--- src/rtl/qedp_pkg.sv ---
// Shared types and codes for the quad edge dof pair generator.
package qedp_pkg;

    localparam int unsigned MAX_ORDER_DEF = 15;
    localparam int unsigned COUNT_W       = 4;
    localparam int unsigned IDX_W         = 32;
    localparam int unsigned OFF_W         = 12;
    localparam int unsigned STRIDE_W      = 6;

    localparam logic [1:0] ACT_EDGE   = 2'd0;
    localparam logic [1:0] ACT_INNER  = 2'd1;
    localparam logic [1:0] ACT_CORNER = 2'd2;
    localparam logic [1:0] ACT_NONE   = 2'd3;

    localparam logic [1:0] STATUS_OK       = 2'd0;
    localparam logic [1:0] STATUS_MISMATCH = 2'd1;
    localparam logic [1:0] STATUS_BAD_SIDE = 2'd2;

    typedef struct packed {
        logic [1:0]       action;
        logic [3:0]       order_a;
        logic [1:0]       side_a;
        logic [IDX_W-1:0] base_a;
        logic [3:0]       order_b;
        logic [1:0]       side_b;
        logic [IDX_W-1:0] base_b;
    } req_t;

    typedef struct packed {
        logic [IDX_W-1:0] index_a;
        logic [IDX_W-1:0] index_b;
        logic             last;
        logic [1:0]       status;
    } rsp_t;

    // Local offsets and strides of both sides, from the layout logic.
    typedef struct packed {
        logic signed [OFF_W-1:0]    off_a;
        logic signed [OFF_W-1:0]    off_b;
        logic signed [STRIDE_W-1:0] stride_a;
        logic signed [STRIDE_W-1:0] stride_b;
    } lay_t;

    // Commands from the sequencer to the index unit.
    typedef struct packed {
        logic load;
        logic step;
    } ctl_t;

    // Result marking from the sequencer.
    typedef struct packed {
        logic valid;
        logic last;
        logic err;
    } mark_t;

    typedef enum logic [1:0] {
        ST_IDLE,
        ST_LOAD,
        ST_EMIT,
        ST_ERR
    } state_t;

endpackage

--- src/rtl/qedp_layout.sv ---
// Side layout: local start offsets and strides of both elements.
module qedp_layout (
    input  qedp_pkg::req_t req,
    output qedp_pkg::lay_t lay
);

    typedef struct packed {
        logic signed [qedp_pkg::OFF_W-1:0]    start;
        logic signed [qedp_pkg::STRIDE_W-1:0] step;
    } side_t;

    function automatic side_t side_layout(input logic nodes, input logic [3:0] p,
                                          input logic [1:0] side);
        logic signed [qedp_pkg::OFF_W-1:0]    p12;
        logic signed [qedp_pkg::OFF_W-1:0]    n12;
        logic signed [qedp_pkg::OFF_W-1:0]    pn12;
        logic signed [qedp_pkg::STRIDE_W-1:0] n6;
        side_t r;
        p12  = $signed({{(qedp_pkg::OFF_W-4){1'b0}}, p});
        n12  = p12 + 12'sd1;
        pn12 = p12 * n12;
        n6   = $signed(n12[qedp_pkg::STRIDE_W-1:0]);
        case (side)
            2'd0:
            begin
                r.start = '0;
                r.step  = 6'sd1;
            end
            2'd1:
            begin
                r.start = nodes ? p12 : pn12 + p12;
                r.step  = n6;
            end
            2'd2:
            begin
                r.start = nodes ? (n12 * n12) - 12'sd1 : pn12 - 12'sd1;
                r.step  = -6'sd1;
            end
            default:
            begin
                r.start = nodes ? pn12 : (pn12 <<< 1) - n12;
                r.step  = -n6;
            end
        endcase
        return r;
    endfunction

    logic                              nodes;
    side_t                             sa;
    side_t                             sb;
    logic signed [qedp_pkg::OFF_W-1:0] mult;
    logic signed [qedp_pkg::OFF_W-1:0] db12;

    always_comb
    begin
        nodes = (req.action != qedp_pkg::ACT_EDGE);
        sa    = side_layout(nodes, req.order_a, req.side_a);
        sb    = side_layout(nodes, req.order_b, req.side_b);
        // Second side starts at its far end: p-1 steps in, p for the corner.
        mult  = $signed({{(qedp_pkg::OFF_W-4){1'b0}}, req.order_a});
        if (req.action != qedp_pkg::ACT_CORNER)
        begin
            mult = mult - 12'sd1;
        end
        db12         = {{(qedp_pkg::OFF_W-qedp_pkg::STRIDE_W){sb.step[qedp_pkg::STRIDE_W-1]}},
                        sb.step};
        lay.off_a    = (req.action == qedp_pkg::ACT_INNER) ?
                       sa.start + {{(qedp_pkg::OFF_W-qedp_pkg::STRIDE_W){sa.step[qedp_pkg::STRIDE_W-1]}},
                                   sa.step} : sa.start;
        lay.off_b    = sb.start + mult * db12;
        lay.stride_a = sa.step;
        lay.stride_b = sb.step;
    end

endmodule

--- src/rtl/qedp_index_unit.sv ---
// Shared index unit: loads the walk starts and advances both indices.
module qedp_index_unit (
    input  logic                         clk,
    input  logic                         rst_n,
    input  qedp_pkg::ctl_t               ctl,
    input  qedp_pkg::lay_t               lay,
    input  logic [qedp_pkg::IDX_W-1:0]   base_a,
    input  logic [qedp_pkg::IDX_W-1:0]   base_b,
    output logic [qedp_pkg::IDX_W-1:0]   index_a,
    output logic [qedp_pkg::IDX_W-1:0]   index_b
);

    localparam int unsigned W = qedp_pkg::IDX_W;

    logic [W-1:0] acc_a_reg, acc_a_next;
    logic [W-1:0] acc_b_reg, acc_b_next;
    logic [W-1:0] opx_a, opy_a, opx_b, opy_b;
    logic [W-1:0] stride_a32, stride_b32;

    always_comb
    begin
        stride_a32 = {{(W-qedp_pkg::STRIDE_W){lay.stride_a[qedp_pkg::STRIDE_W-1]}},
                      lay.stride_a};
        stride_b32 = {{(W-qedp_pkg::STRIDE_W){lay.stride_b[qedp_pkg::STRIDE_W-1]}},
                      lay.stride_b};
        // Load: base plus local offset. Step: walk a forward, b backward.
        opx_a = ctl.load ? base_a : acc_a_reg;
        opx_b = ctl.load ? base_b : acc_b_reg;
        opy_a = ctl.load ? {{(W-qedp_pkg::OFF_W){lay.off_a[qedp_pkg::OFF_W-1]}}, lay.off_a}
                         : stride_a32;
        opy_b = ctl.load ? {{(W-qedp_pkg::OFF_W){lay.off_b[qedp_pkg::OFF_W-1]}}, lay.off_b}
                         : (~stride_b32 + {{(W-1){1'b0}}, 1'b1});
        acc_a_next = acc_a_reg;
        acc_b_next = acc_b_reg;
        if (ctl.load || ctl.step)
        begin
            acc_a_next = opx_a + opy_a;
            acc_b_next = opx_b + opy_b;
        end
    end

    always_ff @(posedge clk or negedge rst_n)
    begin
        if (!rst_n)
        begin
            acc_a_reg <= '0;
            acc_b_reg <= '0;
        end
        else
        begin
            acc_a_reg <= acc_a_next;
            acc_b_reg <= acc_b_next;
        end
    end

    assign index_a = acc_a_reg;
    assign index_b = acc_b_reg;

endmodule

--- src/rtl/qedp_ctrl.sv ---
// Sequencer: request decode, pair count and result marking.
module qedp_ctrl #(
    parameter int unsigned MAX_ORDER = qedp_pkg::MAX_ORDER_DEF
) (
    input  logic              clk,
    input  logic              rst_n,
    input  logic              accept,
    input  logic [1:0]        action,
    input  logic [3:0]        order_a,
    input  logic [3:0]        order_b,
    output logic              busy,
    output qedp_pkg::ctl_t    ctl,
    output qedp_pkg::mark_t   mark
);

    localparam int unsigned CAP = (MAX_ORDER < 15) ? MAX_ORDER : 15;
    localparam logic [qedp_pkg::COUNT_W-1:0] CAP_C = CAP[qedp_pkg::COUNT_W-1:0];

    qedp_pkg::state_t state_reg, state_next;
    logic [qedp_pkg::COUNT_W-1:0] steps_left_reg, steps_left_next;
    logic [qedp_pkg::COUNT_W-1:0] count_raw, count;

    always_comb
    begin
        case (action)
            qedp_pkg::ACT_EDGE:   count_raw = order_a;
            qedp_pkg::ACT_INNER:  count_raw = (order_a > 4'd1) ? order_a - 4'd1 : 4'd0;
            qedp_pkg::ACT_CORNER: count_raw = 4'd1;
            default:              count_raw = 4'd0;
        endcase
        count = (count_raw > CAP_C) ? CAP_C : count_raw;
    end

    // Next state
    always_comb
    begin
        state_next      = state_reg;
        steps_left_next = steps_left_reg;
        case (state_reg)
            qedp_pkg::ST_IDLE:
            begin
                if (accept)
                begin
                    state_next = qedp_pkg::ST_LOAD;
                end
            end
            qedp_pkg::ST_LOAD:
            begin
                if (action == qedp_pkg::ACT_NONE)
                begin
                    state_next = qedp_pkg::ST_IDLE;
                end
                else if (order_a != order_b)
                begin
                    state_next = qedp_pkg::ST_ERR;
                end
                else if (count == '0)
                begin
                    state_next = qedp_pkg::ST_IDLE;
                end
                else
                begin
                    state_next      = qedp_pkg::ST_EMIT;
                    steps_left_next = count;
                end
            end
            qedp_pkg::ST_EMIT:
            begin
                steps_left_next = steps_left_reg - 1'b1;
                if (steps_left_reg == 4'd1)
                begin
                    state_next = qedp_pkg::ST_IDLE;
                end
            end
            qedp_pkg::ST_ERR:
            begin
                state_next = qedp_pkg::ST_IDLE;
            end
            default:
            begin
                state_next = qedp_pkg::ST_IDLE;
            end
        endcase
    end

    // Outputs
    always_comb
    begin
        busy       = 1'b1;
        ctl.load   = 1'b0;
        ctl.step   = 1'b0;
        mark.valid = 1'b0;
        mark.last  = 1'b0;
        mark.err   = 1'b0;
        case (state_reg)
            qedp_pkg::ST_IDLE:
            begin
                busy = 1'b0;
            end
            qedp_pkg::ST_LOAD:
            begin
                ctl.load = 1'b1;
            end
            qedp_pkg::ST_EMIT:
            begin
                ctl.step   = 1'b1;
                mark.valid = 1'b1;
                mark.last  = (steps_left_reg == 4'd1);
            end
            qedp_pkg::ST_ERR:
            begin
                mark.valid = 1'b1;
                mark.last  = 1'b1;
                mark.err   = 1'b1;
            end
            default:
            begin
                busy = 1'b1;
            end
        endcase
    end

    always_ff @(posedge clk or negedge rst_n)
    begin
        if (!rst_n)
        begin
            state_reg      <= qedp_pkg::ST_IDLE;
            steps_left_reg <= '0;
        end
        else
        begin
            state_reg      <= state_next;
            steps_left_reg <= steps_left_next;
        end
    end

endmodule

--- src/rtl/quad_edge_dof_pair_generator.sv ---
// Top level of the quad edge dof pair generator.
//
//  channel   ports                    transfer
//  --------  -----------------------  -----------------------------------------
//  request   start, busy, request     edge with start high and busy low
//  result    valid, result            edge ending each cycle with valid high
//
// Sequence: the transfer edge latches the request; the LOAD state loads both
// walk starts into the index unit; then one result per cycle, up to
// min(MAX_ORDER, 15) results, before the next request is taken (the result
// count is order, order-1, or 1 for the corner node; one result on order
// mismatch; none for the unused action or an empty walk).
// The rate is set by the two-lane index adder, which adds one stride per cycle.
// Reset clears the sequencer and index registers; the block is idle after it.
// The receiver cannot stall: each result sits on the ports for one cycle only.
module quad_edge_dof_pair_generator #(
    parameter int unsigned MAX_ORDER = qedp_pkg::MAX_ORDER_DEF
) (
    input  logic           clk,
    input  logic           rst_n,
    input  logic           start,
    output logic           busy,
    input  qedp_pkg::req_t request,
    output logic           valid,
    output qedp_pkg::rsp_t result
);

    qedp_pkg::req_t  req_reg;
    qedp_pkg::lay_t  lay;
    qedp_pkg::ctl_t  ctl;
    qedp_pkg::mark_t mark;
    logic            accept;
    logic [qedp_pkg::IDX_W-1:0] index_a;
    logic [qedp_pkg::IDX_W-1:0] index_b;

    assign accept = start && !busy;

    // Hold the request for the whole walk.
    always_ff @(posedge clk)
    begin
        if (accept)
        begin
            req_reg <= request;
        end
    end

    qedp_ctrl #(
        .MAX_ORDER (MAX_ORDER)
    ) u_ctrl (
        .clk     (clk),
        .rst_n   (rst_n),
        .accept  (accept),
        .action  (req_reg.action),
        .order_a (req_reg.order_a),
        .order_b (req_reg.order_b),
        .busy    (busy),
        .ctl     (ctl),
        .mark    (mark)
    );

    qedp_layout u_layout (
        .req (req_reg),
        .lay (lay)
    );

    qedp_index_unit u_index (
        .clk     (clk),
        .rst_n   (rst_n),
        .ctl     (ctl),
        .lay     (lay),
        .base_a  (req_reg.base_a),
        .base_b  (req_reg.base_b),
        .index_a (index_a),
        .index_b (index_b)
    );

    // Drive the result from the index registers; zero indices on error.
    always_comb
    begin
        valid          = mark.valid;
        result.index_a = mark.err ? '0 : index_a;
        result.index_b = mark.err ? '0 : index_b;
        result.last    = mark.last;
        result.status  = mark.err ? qedp_pkg::STATUS_MISMATCH : qedp_pkg::STATUS_OK;
    end

endmodule

--- config.mk ---
export PLATFORM = sky130hd
export DESIGN_NAME = quad_edge_dof_pair_generator
export DESIGN_NICKNAME = d
export VERILOG_FILES = /design/src/rtl/qedp_pkg.sv /design/src/rtl/qedp_layout.sv /design/src/rtl/qedp_index_unit.sv /design/src/rtl/qedp_ctrl.sv /design/src/rtl/quad_edge_dof_pair_generator.sv
export SDC_FILE = /design/constraint.sdc
export NUM_CORES = 1
export LEC_CHECK = 0
export ABC_CLOCK_PERIOD_IN_PS = 28600
export BUFFER_PORTS_ARGS = -buffer_cell sky130_fd_sc_hd__buf_2
export CORE_ASPECT_RATIO = 1.75
export CORE_MARGIN = 3
export CORE_UTILIZATION = 67
export DETAILED_ROUTE_END_ITERATION = 10
export PLACE_DENSITY_LB_ADDON = 0.05
export SYNTH_ARGS = -nofsm -noshare
export SYNTH_HDL_FRONTEND = slang
export SYNTH_HIERARCHICAL = 1
export SYNTH_SLANG_ARGS = --single-unit
--- constraint.sdc ---
create_clock -name clk -period 28.6 [get_ports clk]
set_input_delay 5.72 -clock clk [delete_from_list [all_inputs] [get_ports clk]]
set_output_delay 5.72 -clock clk [all_outputs]
set_load 0.1 [all_outputs]
* After elaboration in Yosys (flattened, before gate mapping)
Cells that the tools add are included.
** Operators by class
- Order comparisons :: 2
- Bitwise logic cells :: 1
- Reduce and logical (&&, ||, !) cells :: 11
- Divide/modulo/power cells :: 0
- Multiply operators :: 5
- Mux-type cells :: 35
- Equal/unequal tests :: 18
- $add $sub $neg :: 20
- Shift operators :: 0
** Operators with widths (count)
- $mux W32 :: 6
- $pmux W18 S3 :: 2
- $mux W12 :: 8
- $add A32 B32 Y32 :: 2
- $sub A12 B2 Y12 const B :: 4
- $add A32 B1 Y32 const B :: 1
- $not A32 Y32 :: 1
- $add A12 B12 Y12 :: 2
- $add A12 B5 Y12 :: 2
- $mul A12 B12 Y12 :: 2
- $mul A5 B12 Y12 :: 2
- $sub A12 B12 Y12 :: 2
- $mux W4 :: 5
- $eq A2 B2 Y1 const B :: 6
- $mul A12 B6 Y12 :: 1
- $neg A6 Y6 :: 2
- $pmux W4 S3 :: 1
- $add A4 B1 Y5 const B :: 2
- $mux W2 :: 5
- $ne A2 B2 Y1 const B :: 5
- $eq A2 B1 Y1 const B :: 4
- $logic_not A2 Y1 :: 4
- $pmux W2 S4 :: 1
- $pmux W4 S2 :: 1
- other kinds (15) :: 21
** Storage, ports and cells
- Output and inout bits :: 69
- Memories kept :: 0
- Word-level logic and storage cells :: 103
- Memory bits (read-only) :: 0
- Latch bits :: 0
- Bits in registers :: 148
- Input bits :: 81
- Memory bits (writable) :: 0

* Depth between registers and ports, before layout
Gate-level depths: netlist of the first run.
- Depth in word-level cells :: 10
- Gate-level depth with buffers :: 45
- Depth with buffers taken out :: 44

* Modules after synthesis
The synthesis of the first run kept the hierarchy.
** By module, submodules not included
- qedp_layout :: sequential area each 0.0 µm², cells an instance 983, instances 1, area each 7254.5 µm²
- qedp_index_unit :: sequential area each 1601.5 µm², cells an instance 807, instances 1, area each 6667.6 µm²
- quad_edge_dof_pair_generator :: sequential area each 2342.2 µm², cells an instance 152, instances 1, area each 2996.6 µm²
- qedp_ctrl :: sequential area each 150.1 µm², cells an instance 80, instances 1, area each 680.7 µm²

* Worst setup path before layout of the first run
Ideal clock, no wire load.
- Path kind :: reg-to-reg
- Start :: register req_reg[34] (netlist bit)
- End :: register u_index.acc_b_reg[26] (netlist: u_index/index_b[26])
- Library setup time :: 83 ps
- Path buffers :: 1
- Arrival :: 9664 ps
- Data required time :: 28517 ps
- Period minus slack after synthesis :: 9747 ps
- Setup slack :: 18853 ps
- Cell stages (with the launch flop) :: 43
- Path through :: edfxtp_1 clkbuf_1 inv_1 ha_1 inv_1 nand2_1 fa_1 inv_1 fa_1 inv_1 fa_1 inv_1 ha_1 a21oi_1 nor4_1 mux2_1 o41ai_1 a221oi_1 [7 not listed] nand2b_1 o31ai_1 o21ai_0 xnor2_1 xnor2_1 nand2_1 a21boi_0 inv_1 ha_1 and4_1 nand3_1 nor2_1 and2_1 a221o_1 a211oi_2 o21ai_0 xnor2_1 o21ai_0
** RTL lines
- from (decl) :: line quad_edge_dof_pair_generator.sv:28 : qedp_pkg::req_t req_reg;
- from (signal assigned) :: line quad_edge_dof_pair_generator.sv:43 : req_reg <= request;
- to (signal assigned) :: line qedp_index_unit.sv:52 : acc_b_reg <= acc_b_next;
- to (decl) :: line qedp_index_unit.sv:16 : logic [W-1:0] acc_b_reg, acc_b_next;

==> results_dict.tcl, run 1 <==
set metrics [dict create \
    syn_area_per_cell_um2 8.70 \
    die_w_um 129 \
    critPathLaunchType "flip-flop" \
    ys_warn_count 6 \
    rsz0062_at_grt "false" \
    slew_headroom_pct 25.3 \
    root_buffer "clkbuf_16" \
    fin_ws_ps 17380 \
    synth-edff-count 78 \
    timing.rr.start "req_reg[34]" \
    core_um2 25500 \
    die_h_um 220 \
    cp_slowest_cell "edfxtp_1" \
    place_ws_ps 17590 \
    drive_above_1_share_pct 17.3 \
    synth-seq-area-share_pct 23.3 \
    place_congestion 0.973 \
    via_count 15300 \
    yosys-top-cells-area "ha_1 14%, edfxtp_1 13%, dfrtp_1 10%" \
    grt_usage_pct 33.7 \
    post-route-period-util_pct 39.2 \
    ctsHoldBuffers 0 \
    vias_per_cell 6.25 \
    ys_types 100 \
    cts_buffers 17 \
    syn_area_um2 17600 \
    htreeDepth 4 \
    yosysTopAreaCellShare_pct 14.4 \
    synth.most_common_cell "nand2_1" \
    syn_nets 2366 \
    critPathBufInv 7 \
    multiInputGateArea_um2 12500 \
    critPathTopFamily "adder cells" \
    tns_ps 0 \
    antenna_cells 0 \
    drcViolationCount 0 \
    drtIter0Drc 959 \
    status "finished, final reports clean" \
    required_ps 28940 \
    tightest_slew_ps 1120 \
    clkTransAtPathRegs_ps 70 \
    antenna_found_initial 0 \
    worstSetupStartpoint "req_reg[34]" \
    fin_nets 2465 \
    floorplan.initialDensity_pct 68.9 \
    hold_path_class "reg2reg" \
    ios 150 \
    async_flop_share_pct 47.3 \
    fin_util_pct 74.8 \
    wl_per_cell_um 19.7 \
    clock_skew_ps 16.1 \
    arrival_ps 11570 \
    largest_register_ffs 78 \
    grt_max_degree 95 \
    grt_pass1_vias 15300 \
    syn_inst 2022 \
    cts_num_sinks 148 \
    synthToLayoutAreaGrowth_pct 8.47 \
    grt_pass1_wl_um 75900 \
    place_hpwl_um 37400 \
    postCtsSetupBuffers 0 \
    slew_violations 0 \
    ant_nets 0 \
    max_freq_mhz 89.1 \
    cts_max_path_buffers 2 \
    clk-insertion-delay-late_ps 440 \
    min_from "u_index/index_b[17]" \
    rows 77 \
    path_max_fanout 21 \
    fillers 1970 \
    endpoint_kind "flip-flop" \
    worstSetupPathType "reg2reg" \
    die_area_um2 28300 \
    cap_violations 0 \
    path_common_cell "inv_1" \
    yosys-top-cells-count "212 x nand2_1, 202 x ha_1, 165 x inv_1" \
    grt_overflow 0 \
    ys_seq_elements 148 \
    min_period_ps 11220 \
    hold_viol 0 \
    cts_tree "built" \
    yosysTopAreaCell "ha_1" \
    synthFlopType "edfxtp_1" \
    register_area_um2 4090 \
    setup_viol 0 \
    cts-resized-gates 0 \
    first_pass_iters 6 \
    routed_wl_um 48200 \
    port_buffers 148 \
    cpPeakStageDelay_ps 780 \
]
[per-layer routing]
layer  wire length [um]  vias to the layer above  global-route usage (%)
met3               2080                      165                    3.96
met2              25700                      515                    62.9
met1              17300                     7312                    35.6
met5                  0                        -                       0
li1                   -                     7325                       -
met4               3020                        0                    20.2
[final timing paths]
| path | end | slack, ps | depth (start not counted) |
|---|---|---|---|
| min | u_index/index_b[17] | 490 | 2 |
| max reg2reg | u_index/index_b[26] | 17380 | 40 |
| min reg2reg | u_index/index_b[17] | 490 | 2 |
| max | u_index/index_b[26] | 17380 | 40 |
| max in group asynchronous | u_index/index_a[30] | 22540 | 1 |
| min in group asynchronous | u_index/index_b[21] | 5430 | 1 |
[worst min-delay path, cell delays in order, from the launching register on]
cell     delay [ps]
dfrtp_1         350
nand2_1          50
o21ai_0          60
[logic make-up (layout without fill, tap and decap cells)]
kind of cell	after synthesis	in the layout	share of synthesized area, %
and+or+nand+nor	616	616	17.9
AOI/OAI and AO/OA	515	515	18.8
adders and majority gates	263	263	21.3
buffers and inverters	245	357	5.72
DFF	148	148	23.3
xor gates and xnor gates	143	143	7.16
muxes	91	91	5.82
other	1	1	0.0213
[cells in the final DEF (no fill, tap or decap), drive strengths merged, types with 7 or more instances in the layout]
cell type,synthesis,routed
or3,13,13
a21boi,7,7
buf,20,160
a21o,40,40
o21a,20,20
o21bai,14,14
clkbuf,60,25
mux2i,9,9
and2,17,17
ha,202,202
nor4,9,9
nor3,33,33
o211ai,19,19
edfxtp,78,78
inv,165,165
a31oi,14,14
nor2b,92,92
a21oi,130,130
nand3,29,29
o21ai,166,166
mux2,81,81
fa,61,61
or2,10,10
a221oi,8,8
o31ai,10,10
nor3b,8,8
dfrtp,70,70
xor2,50,50
a211oi,24,24
nand4,17,17
nor2,134,134
xnor2,93,93
nand2b,16,16
nand2,212,212
[layout make-up]
cell class | count | share of cell area (%)
multi-input cells | 1629 | 65.6
well taps | 316 | 2.07
clock inverters | 7 | 0.629
inverters | 165 | 3.24
repair buffers | 160 | 4.36
flip-flops and latches | 148 | 21.4
clock buffers | 25 | 2.60
[stage by stage]
stage               hold slack, ps  cell area (um2)  std cells
floorplan                      459            17600       2022
finish                         491            19100       2450
global placement               475            18500       2418
CTS                            498            19100       2450
detailed placement             481            18500       2418
global route                   537            19100       2450
Power of run 1 is left out: the tool's default activity adds up to more than one toggle a clock period on the data nets, which glitch-free logic cannot reach.
==> run 2: changes to the inputs <==
- ABC_CLOCK_PERIOD_IN_PS: 28600 -> 8980
- CORE_UTILIZATION: 67 -> 56
- clock period: 28.6 -> 8.98 ns (I/O delays scaled with it)
==> results_dict.tcl, run 2 (synthesis results as in run 1) <==
set metrics [dict create \
    clock_skew_ps 22.7 \
    path_common_cell "fa_1" \
    max_freq_mhz 111 \
    failed_checks "negative setup slack" \
    endpoint_kind "flip-flop" \
    fin_cells 2720 \
    cap_violations 0 \
    ctsHoldBuffers 0 \
    rsz0062_at_grt "true" \
    final_cell_mix "206 x nand2_1, 198 x buf_4, 171 x ha_1, 153 x inv_1, 147 x buf_2" \
    min_from "u_index/index_a[9]" \
    tightest_slew_ps 1160 \
    ios 150 \
    ant_nets 0 \
    htreeDepth 4 \
    clk-insertion-delay-late_ps 460 \
    min_period_ps 9030 \
    core_um2 30800 \
    ff2ff_setup_slack_ps -50 \
    grt_overflow 0 \
    rows 85 \
    path_max_fanout 4 \
    stdcell_area_um2 21600 \
    antenna_cells 0 \
    port_buffers 148 \
    status "finished with violations" \
    synthToLayoutAreaGrowth_pct 22.9 \
    grt_pass1_vias 16300 \
    routed_wl_um 51500 \
    drtIter0Drc 838 \
    grt_pass1_wl_um 81100 \
    floorplan.initialDensity_pct 57.1 \
    cts_max_path_buffers 2 \
    dp.cells 2662 \
    placed_area_um2 20000 \
    worstSetupPathType "reg2reg" \
    required_ps 9290 \
    fin_ws_ps -52.9 \
    first_pass_iters 5 \
    cp_slowest_cell "fa_2" \
    place_hpwl_um 39800 \
    setup_viol 4 \
    place_congestion 0.961 \
    arrival_ps 9340 \
    r2r_end "u_index/index_b[31]" \
    timing.rr.start "req_reg[35]" \
    drive_above_1_share_pct 30.7 \
    drcViolationCount 0 \
    post-route-period-util_pct 101 \
    die_area_um2 33700 \
    grt_usage_pct 30.1 \
    cts_buffers 17 \
    die_h_um 241 \
    largest_register_ffs 78 \
    clkTransAtPathRegs_ps 60 \
    min_to "u_index/index_a[9]" \
    fin_nets 2660 \
    critPathTopFamily "adder cells" \
    wl_per_cell_um 18.9 \
    critPathLaunchType "flip-flop" \
    tns_ps -169 \
    die_w_um 140 \
    final_common_cell "nand2_1" \
    cpPeakStageDelay_ps 570 \
    hold_viol 0 \
    vias_per_cell 5.88 \
    root_buffer "clkbuf_16" \
    grt_max_degree 98 \
    hold_path_class "reg2reg" \
    via_count 16000 \
    cts_tree "built" \
    slew_violations 0 \
    antenna_found_initial 0 \
    min_path_cells 2 \
    critPathBufInv 10 \
    cts_num_sinks 148 \
    reg2reg_depth 42 \
    slew_headroom_pct 22.6 \
]
run 2: per-layer routing:
layer	wire length [um]	vias up	share of wire (%)	track usage (%)
met5	0	-	0	0
met4	3000	0	5.8	17.0
met3	1650	163	3.2	3.24
met2	28300	413	55	58.4
met1	18500	7688	36	30.9
li1	-	7720	-	-
run 2: worst max path at each step:
stage                 from                  end  slack [ps]  cells past startpoint
5_1_grt        req_reg[35]  u_index/index_b[31]        -450                     43
6_report       req_reg[35]  u_index/index_b[31]         -50                     42
3_5_place_dp   req_reg[34]  u_index/index_b[24]        -410                     42
2_1_floorplan  req_reg[35]  u_index/index_b[30]           8                     43
4_1_cts        req_reg[34]  u_index/index_b[24]          -5                     46
3_3_place_gp   req_reg[34]  u_index/index_b[24]        -240                     44
run 2: repair_timing:
action	4_1_cts	5_1_grt
setup buffers	9	19
resized for setup	58	123
endpoints found under the setup margin	19	34
pin swaps	37	37
run 2: layout make-up:
class,count,area (um2)
Multi-Input combinational cell,1629,13500
Fill cell,2556,9220
Sequential cell,148,4090
Timing Repair Buffer,355,2340
Inverter,165,628
Tap cell,391,489
Clock buffer,19,443
Clock inverter,13,171
run 2: worst register-to-register path: cells and delay by family, from the launching register on:
family                     cells  cell delay (ps)
DFF                            1              420
AOI/OAI and AO/OA             10             1450
xor gates and xnor gates       2              270
adders and majority gates     11             4380
and+or+nand+nor                9             1580
buffers and inverters         10              820
run 2: per-stage QoR:
stage	hold slack [ps]	utilization, %	setup slack, ps
floorplan	459	-	8.08
global placement	474	64.9	-245
detailed placement	484	64.9	-408
CTS	502	67.9	-5.31
global route	524	70.1	-453
finish	497	70.1	-52.9
Power of run 2 is left out for the same reason.
==> run 3: changes to the inputs <==
- SYNTH_HIERARCHICAL: 1 -> default
==> results_dict.tcl, run 3 <==
set metrics [dict create \
    first_pass_iters 7 \
    cap_violations 0 \
    syn_area_per_cell_um2 8.87 \
    via_count 15300 \
    required_ps 9310 \
    syn_area_um2 17300 \
    wl_per_cell_um 17.8 \
    vias_per_cell 5.72 \
    drcViolationCount 0 \
    cp_slowest_cell "fa_2" \
    clk-insertion-delay-late_ps 450 \
    ys_seq_elements 148 \
    yosysTopAreaCellShare_pct 15.8 \
    place_ws_ps -650 \
    post-route-period-util_pct 104 \
    core_um2 30300 \
    ant_nets 0 \
    grt_usage_pct 28.5 \
    clkTransAtPathRegs_ps 70 \
    die_area_um2 33100 \
    drtIter0Drc 647 \
    max_freq_mhz 107 \
    cpPeakStageDelay_ps 630 \
    ys_warn_count 0 \
    final_cell_mix "215 x buf_4, 199 x ha_1, 173 x inv_1, 147 x buf_2, 135 x nor2_1" \
    placed_area_um2 20000 \
    synth-seq-area-share_pct 23.7 \
    synth.most_common_cell "ha_1" \
    tightest_slew_ps 1140 \
    async_flop_share_pct 47.3 \
    endpoint_kind "flip-flop" \
    rows 84 \
    antenna_cells 0 \
    fillers 2435 \
    critPathLaunchType "flip-flop" \
    port_buffers 148 \
    setup_viol 14 \
    final_common_cell "buf_4" \
    cts_buffers 17 \
    htreeDepth 4 \
    ys_types 79 \
    worstSetupPathType "reg2reg" \
    rsz0062_at_grt "true" \
    grt_pass1_vias 16000 \
    synthFlopType "edfxtp_1" \
    fin_ws_ps -398 \
    path_max_fanout 5 \
    fin_nets 2632 \
    slew_headroom_pct 24.2 \
    syn_inst 1951 \
    status "finished with violations" \
    cts_tree "built" \
    arrival_ps 9710 \
    hold_path_class "reg2reg" \
    die_h_um 239 \
    die_w_um 139 \
    min_period_ps 9380 \
    slew_violations 0 \
    synthToLayoutAreaGrowth_pct 23.4 \
    floorplan.initialDensity_pct 57.2 \
    grt_pass1_wl_um 77400 \
    cts_num_sinks 148 \
    yosys-top-cells-count "219 x ha_1, 180 x inv_1, 140 x nor2_1" \
    place_congestion 0.933 \
    path_common_cell "ha_1" \
    ios 150 \
    drive_above_1_share_pct 28.5 \
    yosysTopAreaCell "ha_1" \
    yosys-top-cells-area "ha_1 16%, edfxtp_1 14%, dfrtp_1 10%" \
    largest_register_ffs 78 \
    syn_nets 2312 \
    failed_checks "negative setup slack" \
    grt_overflow 0 \
    ctsHoldBuffers 0 \
    cts_max_path_buffers 2 \
    place_hpwl_um 36600 \
    grt_max_degree 79 \
    stdcell_area_um2 21400 \
    clock_skew_ps 10.0 \
    antenna_found_initial 1 \
    routed_wl_um 47600 \
    synth-edff-count 78 \
    hold_viol 0 \
    root_buffer "clkbuf_16" \
]
-- run 3: cell types whose count changed after synthesis, moves of 10 or more --
cell and change:
o21ai_1 -14, a21o_1 +12, o21ai_0 -34, ha_1 +17, nand3_1 +10, and3_1 +11, xnor2_1 +13, inv_1 +15
nor2b_2 -60, nand2_1 -81, xor2_1 -10, nor2b_1 +53, mux2_2 +27
-- run 3: cells by family after synthesis --
kind of cell | synth area share (%)
multiplexers | 7.94
buffers and inverters | 5.76
other | 0.0217
AO/OA/AOI/OAI | 16.9
adder cells (fa/ha/maj) | 22.9
XOR/XNOR | 7.47
flip-flops | 23.7
AND/OR/NAND/NOR | 15.3
-- run 3: layout make-up --
class                      instances  area, um2  share of cell area [%]
multi-input combinational       1541      12900                    60.5
timing repair buffer             378       2530                    11.8
tap                              387        484                    2.27
inverter                         185        702                    3.29
sequential                       148       4090                    19.2
clock buffer                      17        425                    1.99
clock inverter                    15        210                   0.984
-- run 3: routing by layer --
metal | up-vias | share of wire, % | global-route usage [%]
met1 | 7363 | 39 | 31.6
li1 | 7497 | - | -
met5 | - | 0.015 | 0
met4 | 2 | 3.4 | 10.4
met3 | 97 | 3.2 | 3.36
met2 | 310 | 55 | 55.4
-- run 3: stage by stage --
stage                     hold WS, ps  std cells  utilization (%)  TNS (ps)
after floorplan                   459       1951                -     -1200
after global placement            485       2610             66.0     -3460
after detailed placement          478       2610             66.0     -5510
after CTS                         514       2657             69.3     -2290
after global routing              535       2671             70.6     -9290
final                             508       2671             70.6     -2690
-- run 3: path summary, 6_finish.rpt --
check                                      end  cells past startpoint  slack (ps)                from
max reg2reg                u_index.index_b[19]                     43        -400         req_reg[34]
max                        u_index.index_b[19]                     43        -400         req_reg[34]
min in group asynchronous  u_index.index_b[24]                      1        1230               rst_n
min                         u_index.index_b[1]                      2         510  u_index.index_b[1]
max in group asynchronous   u_index.index_a[9]                      2        6730               rst_n
min reg2reg                 u_index.index_b[1]                      2         510  u_index.index_b[1]
-- run 3: repair_timing --
| action | CTS | global route |
|---|---|---|
| resized for setup | 58 | 65 |
| cloned | 0 | 0 |
| endpoints found under the setup margin | 16 | 27 |
| pin swaps | 56 | 25 |
| buffers inserted | 16 | 14 |
-- run 3: worst max-delay path, delay by kind of cell, from the launching register on --
| kind | cells | cell delay, ps |
|---|---|---|
| compound gates | 12 | 1820 |
| flops | 1 | 420 |
| fa+ha+maj | 11 | 3840 |
| xor+xnor | 4 | 700 |
| buf+inv | 8 | 710 |
| mux | 2 | 730 |
| simple gates | 6 | 1040 |
Power of run 3 is left out for the same reason.
